**src/hw/rtl/flc_pkg.sv**
```systemverilog
// flc_pkg: widths, payload types and control struct of the FIR convolution core.
// No dependencies; imported by every other file of the block but flc_checker.
`default_nettype none
package flc_pkg;

  localparam int SAMPLE_W  = 16;
  localparam int COEF_W    = 16;
  localparam int PROD_W    = 32;
  localparam int ACC_W     = 34;
  localparam int NUM_COEF  = 5;
  localparam int CFG_IDX_W = 3;
  // widest tap count the adder tree covers
  localparam int MAX_TAPS  = 8;

  typedef logic signed [SAMPLE_W-1:0] sample_t;
  typedef logic signed [COEF_W-1:0]   coef_t;
  typedef logic signed [PROD_W-1:0]   prod_t;
  typedef logic signed [ACC_W-1:0]    acc_t;
  typedef logic [CFG_IDX_W-1:0]       cfg_idx_t;

  // sequencer to tap chain
  typedef struct packed {
    logic step;       // chain advances this cycle
    logic zero_feed;  // tail flush: feed zero instead of the input sample
  } ctl_t;

endpackage
`default_nettype wire

```
**src/hw/rtl/flc_if.sv**
```systemverilog
// flc_in_if / flc_out_if: valid/ready stream channels of the convolution core.
// Depends on flc_pkg for the payload types.
`default_nettype none
interface flc_in_if;
  import flc_pkg::*;
  logic    valid;
  logic    ready;
  sample_t sample;
  logic    last;
  modport source (output valid, output sample, output last, input ready);
  modport sink   (input valid, input sample, input last, output ready);
endinterface

interface flc_out_if;
  import flc_pkg::*;
  logic valid;
  logic ready;
  acc_t conv_value;
  logic last_out;
  modport source (output valid, output conv_value, output last_out, input ready);
  modport sink   (input valid, input conv_value, input last_out, output ready);
endinterface
`default_nettype wire

```
**src/hw/rtl/fir_linear_convolution_core.sv**
```systemverilog
// Channel | dir | transfer when       | payload
// in_ch   | in  | valid && ready      | sample (s16 Q12), last
// out_ch  | out | valid && ready      | conv_value (s34 Q24), last_out
// cfg     | in  | cfg_we              | cfg_index 0..4 = coef_0..coef_4, cfg_data
//
// One output per sample, one sample a cycle while the output is not stalled;
// a sample flagged last is followed by TAPS-1 tail outputs during which
// in_ch.ready is low. The result appears in the cycle after its sample is
// taken: it is formed from the registered sample chain. A stalled output
// freezes the whole chain and holds in_ch.ready low.
// Synchronous reset clears coefficients and the sample chain.
// Depends on flc_pkg, flc_if, flc_tap_cell and flc_ctrl.
`default_nettype none
module fir_linear_convolution_core #(
  parameter int TAPS = 5
) (
  input  wire logic              clk,
  input  wire logic              rst_n,
  flc_in_if.sink                 in_ch,
  flc_out_if.source              out_ch,
  input  wire logic              cfg_we,
  input  wire flc_pkg::cfg_idx_t cfg_index,
  input  wire flc_pkg::coef_t    cfg_data
);
  import flc_pkg::*;

  coef_t   coef_r [NUM_COEF];
  ctl_t    ctl;
  sample_t x;
  sample_t taps [TAPS+1];
  acc_t    term [MAX_TAPS];
  acc_t    sum_a [MAX_TAPS/2];
  acc_t    sum_b [MAX_TAPS/4];

  always_ff @(posedge clk) begin
    if (!rst_n) begin
      for (int i = 0; i < NUM_COEF; i++) coef_r[i] <= '0;
    end else if (cfg_we) begin
      for (int i = 0; i < NUM_COEF; i++) begin
        if (cfg_index == CFG_IDX_W'(i)) coef_r[i] <= cfg_data;
      end
    end
  end

  flc_ctrl #(.TAPS(TAPS)) u_ctrl (
    .clk       (clk),
    .rst_n     (rst_n),
    .in_valid  (in_ch.valid),
    .in_last   (in_ch.last),
    .in_ready  (in_ch.ready),
    .out_valid (out_ch.valid),
    .out_last  (out_ch.last_out),
    .out_ready (out_ch.ready),
    .ctl_o     (ctl)
  );

  assign x       = ctl.zero_feed ? sample_t'(0) : in_ch.sample;
  assign taps[0] = x;

  // samples move from cell 0 towards the far cell; products meet in a tree
  for (genvar k = 0; k < MAX_TAPS; k++) begin : g_tap
    if (k < TAPS) begin : g_cell
      coef_t c;
      prod_t p;
      if (k < NUM_COEF) begin : g_used
        assign c = coef_r[k];
      end else begin : g_zero
        assign c = '0;
      end
      flc_tap_cell u_cell (
        .clk    (clk),
        .rst_n  (rst_n),
        .step_i (ctl.step),
        .x_i    (taps[k]),
        .coef_i (c),
        .x_o    (taps[k+1]),
        .prod_o (p)
      );
      assign term[k] = ACC_W'(p);
    end else begin : g_pad
      assign term[k] = '0;
    end
  end

  // sums wrap at ACC_W bits
  for (genvar j = 0; j < MAX_TAPS/2; j++) begin : g_sum_a
    assign sum_a[j] = term[2*j] + term[2*j+1];
  end
  for (genvar j = 0; j < MAX_TAPS/4; j++) begin : g_sum_b
    assign sum_b[j] = sum_a[2*j] + sum_a[2*j+1];
  end

  assign out_ch.conv_value = sum_b[0] + sum_b[1];
endmodule
`default_nettype wire

```
**src/hw/rtl/flc_tap_cell.sv**
```systemverilog
// flc_tap_cell: one cell of the sample chain, holds one delayed sample, hands it
// to the next cell and forms coef * sample. Depends on flc_pkg.
`default_nettype none
module flc_tap_cell (
  input  wire logic             clk,
  input  wire logic             rst_n,
  input  wire logic             step_i,
  input  wire flc_pkg::sample_t x_i,
  input  wire flc_pkg::coef_t   coef_i,
  output flc_pkg::sample_t      x_o,
  output flc_pkg::prod_t        prod_o
);
  import flc_pkg::*;

  sample_t x_r;

  always_ff @(posedge clk) begin
    if (!rst_n) begin
      x_r <= '0;
    end else if (step_i) begin
      x_r <= x_i;
    end
  end

  assign x_o    = x_r;
  assign prod_o = PROD_W'(coef_i) * PROD_W'(x_r);
endmodule
`default_nettype wire

```
**src/hw/rtl/flc_ctrl.sv**
```systemverilog
// flc_ctrl: handshake and tail-flush sequencer of the convolution core.
// Depends on flc_pkg; drives the tap chain through ctl_t.
`default_nettype none
module flc_ctrl #(
  parameter int TAPS = 5
) (
  input  wire logic  clk,
  input  wire logic  rst_n,
  input  wire logic  in_valid,
  input  wire logic  in_last,
  output logic       in_ready,
  output logic       out_valid,
  output logic       out_last,
  input  wire logic  out_ready,
  output flc_pkg::ctl_t ctl_o
);
  import flc_pkg::*;

  localparam int CNT_W = $clog2(TAPS);
  localparam logic ST_RUN   = 1'b0;
  localparam logic ST_FLUSH = 1'b1;

  logic             state_r, state_nxt;
  logic [CNT_W-1:0] cnt_r, cnt_nxt;
  logic             out_valid_r, out_valid_nxt;
  logic             last_r, last_nxt;
  logic             advance, in_fire, step;

  assign advance  = !out_valid_r || out_ready;
  assign in_ready = advance && (state_r == ST_RUN);
  assign in_fire  = in_ready && in_valid;
  assign step     = in_fire || (advance && (state_r == ST_FLUSH));

  always_comb begin
    state_nxt     = state_r;
    cnt_nxt       = cnt_r;
    last_nxt      = last_r;
    out_valid_nxt = out_valid_r;
    if (step) begin
      out_valid_nxt = 1'b1;
      last_nxt      = 1'b0;
    end else if (out_ready) begin
      out_valid_nxt = 1'b0;
    end
    unique case (state_r)
      ST_RUN: begin
        if (in_fire && in_last) begin
          state_nxt = ST_FLUSH;
          cnt_nxt   = CNT_W'(TAPS - 1);
        end
      end
      ST_FLUSH: begin
        if (step) begin
          cnt_nxt = cnt_r - 1'b1;
          if (cnt_r == CNT_W'(1)) begin
            last_nxt  = 1'b1;
            state_nxt = ST_RUN;
          end
        end
      end
      default: state_nxt = ST_RUN;
    endcase
  end

  always_ff @(posedge clk) begin
    if (!rst_n) begin
      state_r     <= ST_RUN;
      cnt_r       <= '0;
      out_valid_r <= 1'b0;
      last_r      <= 1'b0;
    end else begin
      state_r     <= state_nxt;
      cnt_r       <= cnt_nxt;
      out_valid_r <= out_valid_nxt;
      last_r      <= last_nxt;
    end
  end

  assign out_valid       = out_valid_r;
  assign out_last        = last_r;
  assign ctl_o.step      = step;
  assign ctl_o.zero_feed = (state_r == ST_FLUSH);
endmodule
`default_nettype wire

```
**src/flat_wrapper.sv**
```systemverilog
// flat-port wrapper written by rule: the top's interface ports become plain ports
module fir_linear_convolution_core_flat import flc_pkg::*;
#(
  parameter int TAPS = 5
)
  (clk, rst_n, cfg_we, cfg_index, cfg_data, in_ch_valid, in_ch_sample, in_ch_last, in_ch_ready, out_ch_valid, out_ch_conv_value, out_ch_last_out, out_ch_ready);
  flc_in_if in_ch_i ();
  flc_out_if out_ch_i ();
  input  wire logic clk;
  input  wire logic rst_n;
  input  wire logic cfg_we;
  input  wire flc_pkg::cfg_idx_t cfg_index;
  input  wire flc_pkg::coef_t cfg_data;
  input wire logic [$bits(in_ch_i.valid)-1:0] in_ch_valid;
  input wire logic [$bits(in_ch_i.sample)-1:0] in_ch_sample;
  input wire logic [$bits(in_ch_i.last)-1:0] in_ch_last;
  output wire logic [$bits(in_ch_i.ready)-1:0] in_ch_ready;
  output wire logic [$bits(out_ch_i.valid)-1:0] out_ch_valid;
  output wire logic [$bits(out_ch_i.conv_value)-1:0] out_ch_conv_value;
  output wire logic [$bits(out_ch_i.last_out)-1:0] out_ch_last_out;
  input wire logic [$bits(out_ch_i.ready)-1:0] out_ch_ready;
  assign in_ch_i.valid = in_ch_valid;
  assign in_ch_i.sample = in_ch_sample;
  assign in_ch_i.last = in_ch_last;
  assign in_ch_ready = in_ch_i.ready;
  assign out_ch_valid = out_ch_i.valid;
  assign out_ch_conv_value = out_ch_i.conv_value;
  assign out_ch_last_out = out_ch_i.last_out;
  assign out_ch_i.ready = out_ch_ready;
  fir_linear_convolution_core #(.TAPS(TAPS)) u_core (.clk(clk), .rst_n(rst_n), .in_ch(in_ch_i), .out_ch(out_ch_i), .cfg_we(cfg_we), .cfg_index(cfg_index), .cfg_data(cfg_data));
endmodule
```
**config.mk**
```make
export PLATFORM = sky130hd
export DESIGN_NAME = fir_linear_convolution_core_flat
export DESIGN_NICKNAME = d
export VERILOG_FILES = /design/src/hw/rtl/flc_pkg.sv /design/src/hw/rtl/flc_if.sv /design/src/hw/rtl/fir_linear_convolution_core.sv /design/src/hw/rtl/flc_tap_cell.sv /design/src/hw/rtl/flc_ctrl.sv /design/src/flat_wrapper.sv
export SDC_FILE = /design/constraint.sdc
export NUM_CORES = 2
export LEC_CHECK = 0
export BUFFER_PORTS_ARGS = -buffer_cell sky130_fd_sc_hd__clkbuf_2
export CAP_MARGIN = 20
export CORE_MARGIN = 2
export CORE_UTILIZATION = 55
export DETAILED_ROUTE_END_ITERATION = 8
export GPL_TIMING_DRIVEN = 0
export HOLD_SLACK_MARGIN = 0.03
export PLACE_DENSITY_LB_ADDON = 0.15
export SLEW_MARGIN = 20
export SYNTH_ARGS = -nofsm -noshare
export SYNTH_HDL_FRONTEND = slang
export SYNTH_SLANG_ARGS = --single-unit
```
**constraint.sdc**
```tcl
create_clock -name clk -period 29.6 [get_ports clk]
set_input_delay 1.48 -clock clk [delete_from_list [all_inputs] [get_ports clk]]
set_output_delay 1.48 -clock clk [all_outputs]
set_load 0.03 [all_outputs]
```
==> flow_metrics.py <==
metrics = {
    "power": {
        "share_comb_of_total_power_pct": 87.9,
        "sequentialPowerShare_pct": 6.7,
        "power_leakage_nw": 30.0,
        "swShare_pct": 59.4,
        "finalPower_w": 0.00443,
        "ir_drop_uv": 293,
        "pwr-share-clk_pct": 5.5,
        "internal_power_w": 0.00180,
        "power_switching_w": 0.00263,
        "power_density_nw_per_um2": 73.1,
    },
    "outcome": {
        "status": "complete, no violations",
    },
    "timing": {
        "fmax_mhz": 59.8,
        "drv_slew": 0,
        "hold_viol": 0,
        "worst_slew_pin_slew_ns": 1.10,
        "setup_viol": 0,
        "fin_hold_ws_ns": 0.550,
        "period_needed_ns": 16.71,
        "skew_ns": 0.0155,
        "grt_setup_unrepaired": "no",
        "layout_worst_path_cycle_share_pct": 56.5,
        "fin_tns_setup_ns": 0,
        "max_slew_margin_pct": 26.7,
    },
    "cts": {
        "path_clk_slew_ns": 0.09,
        "cts_tree": "built",
        "cts_inserted_buffers": 17,
        "cts.sinks": 166,
        "post_cts_buffers": 0,
        "cts_root_buffer": "clkbuf_16",
        "ctsHoldBuffers": 0,
        "cts_buffer_depth": 2,
        "cts_resized": 0,
        "htreeDepth": 4,
        "worstSkewPairLatency_ns": 0.48,
    },
    "logic_synthesis": {
        "postSynthAreaPerCell_um2": 9.58,
        "postSynthCellCount": 6029,
        "async_flop_share_pct": 0,
        "synth_ff_type": "dfxtp_1",
        "ys_types": 72,
        "syn_nets": 7976,
        "seq_area_frac_synth_pct": 7.14,
        "ys_warn_count": 0,
        "synth_edf_count": 80,
        "synth.cell_area_um2": 57800,
        "ys_seq_elements": 166,
    },
    "job": {
        "maxCapViolCount": 0,
    },
    "routing": {
        "viasPerCell": 5.38,
        "drc": 0,
        "drt_iter0_drc": 3184,
        "vias": 40500,
        "dr.pass1.iters": 6,
        "drt_wl_total_mm": 166,
        "wl_per_cell_um": 22.1,
        "ant_nets": 0,
    },
    "critical_path": {
        "cp_common_cell": "fa_1",
        "worstSetupPathType": "reg2out",
        "cp-end-kind": "primary output",
        "crit_fanout": 10,
        "cp_slowest_stage_delay_ns": 0.87,
        "cp_slowest_cell": "clkbuf_1",
        "start_kind": "register",
        "cp_data_required_time_ns": 28.12,
        "cp.arrival_ns": 15.23,
    },
    "global_route": {
        "grtUsageMet3_pct": 8.22,
        "gr-total-overflow": 0,
        "grt_pass1_wl_mm": 258,
        "grtUsageTotal_pct": 32.4,
        "antenna_found_initial": 13,
        "busiest_layer": "met2",
        "globalRouteMet2Util_pct": 49.2,
        "grt_pass1_vias": 42600,
        "grt_max_degree": 20,
        "use_met1_pct": 45.1,
    },
    "floorplan": {
        "die_area_um2": 108000,
        "ios": 78,
        "core-area_um2": 104000,
        "rows": 118,
        "die_x_um": 328,
        "initial_utilization_pct": 55.7,
        "die_h_um": 328,
    },
    "placed_design": {
        "hpwl_mm": 144,
        "portBuffers": 77,
        "dp.cells": 7491,
        "gp_congestion": 0.983,
    },
    "layout": {
        "syn2layout_area_growth_pct": 4.91,
        "instances_no_fill": 7529,
        "final_core_util_pct": 58.4,
        "n_fill_cell": 9181,
        "fin_nets": 8077,
        "drive_above_1_share_pct": 2.30,
    },
    "min_path": {
        "hold_class": "reg2reg",
    },
}
==> per-stage QoR <==
| step | cell area, um^2 | setup slack (ns) |
|---|---|---|
| after floorplan | 57800 | 16.46 |
| after global placement | 59900 | 13.71 |
| after detailed placement | 60000 | 13.57 |
| after CTS | 60600 | 13.03 |
| after global routing | 60600 | 12.56 |
| final | 60600 | 12.89 |
==> layer usage <==
layer	routed length [um]	part of all wire [%]	vias up
li1	-	-	17500
met1	67100	40	21000
met2	74800	45	1677
met3	16700	10	286
met4	7760	4.7	8
met5	45	0.027	-
==> Yosys cell counts (58+ instances only) <==
| cell | n | area (um^2) |
|---|---|---|
| nand2_1 | 789 | 2960 |
| clkbuf_1 | 217 | 815 |
| fa_1 | 1505 | 30100 |
| xnor2_1 | 105 | 920 |
| edfxtp_1 | 80 | 2400 |
| a21oi_1 | 60 | 300 |
| and2_1 | 611 | 3820 |
| inv_1 | 1642 | 6160 |
| dfxtp_1 | 86 | 1720 |
| nand2b_1 | 58 | 363 |
| nor2_1 | 80 | 300 |
| ha_1 | 401 | 5020 |
| a21boi_0 | 83 | 623 |
==> registers in the layout (all words and copies together) (netlist names), named ones only <==
signal	count
u_core.g_tap.g_cell.u_cell.x_o	80
u_core.u_ctrl.state_r	1
u_core.u_ctrl.out_valid	1
u_core.coef_r	80
u_core.u_ctrl.cnt_r	3
==> placed cells by master (no fill, tap or decap), types with 5 or more instances in the layout <==
cell type,instances
edfxtp_1,80
a211o_1,7
clkbuf_2,77
xor2_1,23
ha_1,401
dfxtp_1,86
fa_1,1505
nand2b_1,58
nand2_1,789
inv_1,1642
o21bai_1,11
clkbuf_1,217
clkbuf_16,17
nor4_1,5
nand4_1,6
and2_1,611
o31ai_1,6
nand3_1,31
a21oi_1,60
nor2_1,80
nor2b_1,23
diode_2,6
o211ai_1,5
buf_1,6
a21o_1,32
xnor2_1,105
nor3_1,15
a21boi_0,83
o21a_1,12
a31oi_1,6
o21ai_0,44
and3_1,6
==> cell type report <==
class / instances / area (um^2) / area share (%)
multi-input combinational: 3996 / 46700 / 77.0
inverter: 1644 / 6170 / 10.2
sequential: 166 / 4120 / 6.81
tap: 1380 / 1730 / 2.85
buffer: 223 / 837 / 1.38
timing repair buffer: 82 / 445 / 0.735
clock buffer: 18 / 439 / 0.725
clock inverter: 14 / 169 / 0.279
antenna: 6 / 15.0 / 0.0248
==> final timing paths <==
kind | start | end | slack, ns | cells after the start
worst min-delay path | register | register | 0.55 | 2
worst min register to register | register | register | 0.55 | 2
worst max-delay path | u_core.coef_r[0][40] | out_ch_conv_value[33] | 12.89 | 42
worst max register to register | u_core.u_ctrl.out_valid | u_core.g_tap[4].g_cell.u_cell.x_o[15] | 26.26 | 8
==> power by group through the flow <==
stage	clock (W)	sequential, W	combinational [W]
after detailed placement	0	0.000297	0.00391
after global placement	0	0.000298	0.00382
after floorplan	0	0.000270	0.00287
after global routing	0.000250	0.000295	0.00436
after CTS	0.000241	0.000292	0.00393
final	0.000241	0.000295	0.00389
==> logic make-up after synthesis <==
kind of cell | after synthesis | synth area share [%]
XOR/XNOR | 128 | 1.94
buffers and inverters | 1867 | 12.1
flip-flops | 166 | 7.14
AND/OR/NAND/NOR | 1636 | 13.9
AO/OA/AOI/OAI | 326 | 4.06
adder cells (fa/ha/maj) | 1906 | 60.8
==> critical path, delay by kind of cell (launching register included) <==
| family | cells | cell delay, ns |
|---|---|---|
| buffers and inverters | 10 | 1.60 |
| AO/OA/AOI/OAI | 8 | 2.39 |
| XOR/XNOR | 2 | 0.78 |
| AND/OR/NAND/NOR | 6 | 1.78 |
| flip-flops | 1 | 0.79 |
| adder cells (fa/ha/maj) | 16 | 7.37 |
Power figures use the tool's default switching activity.
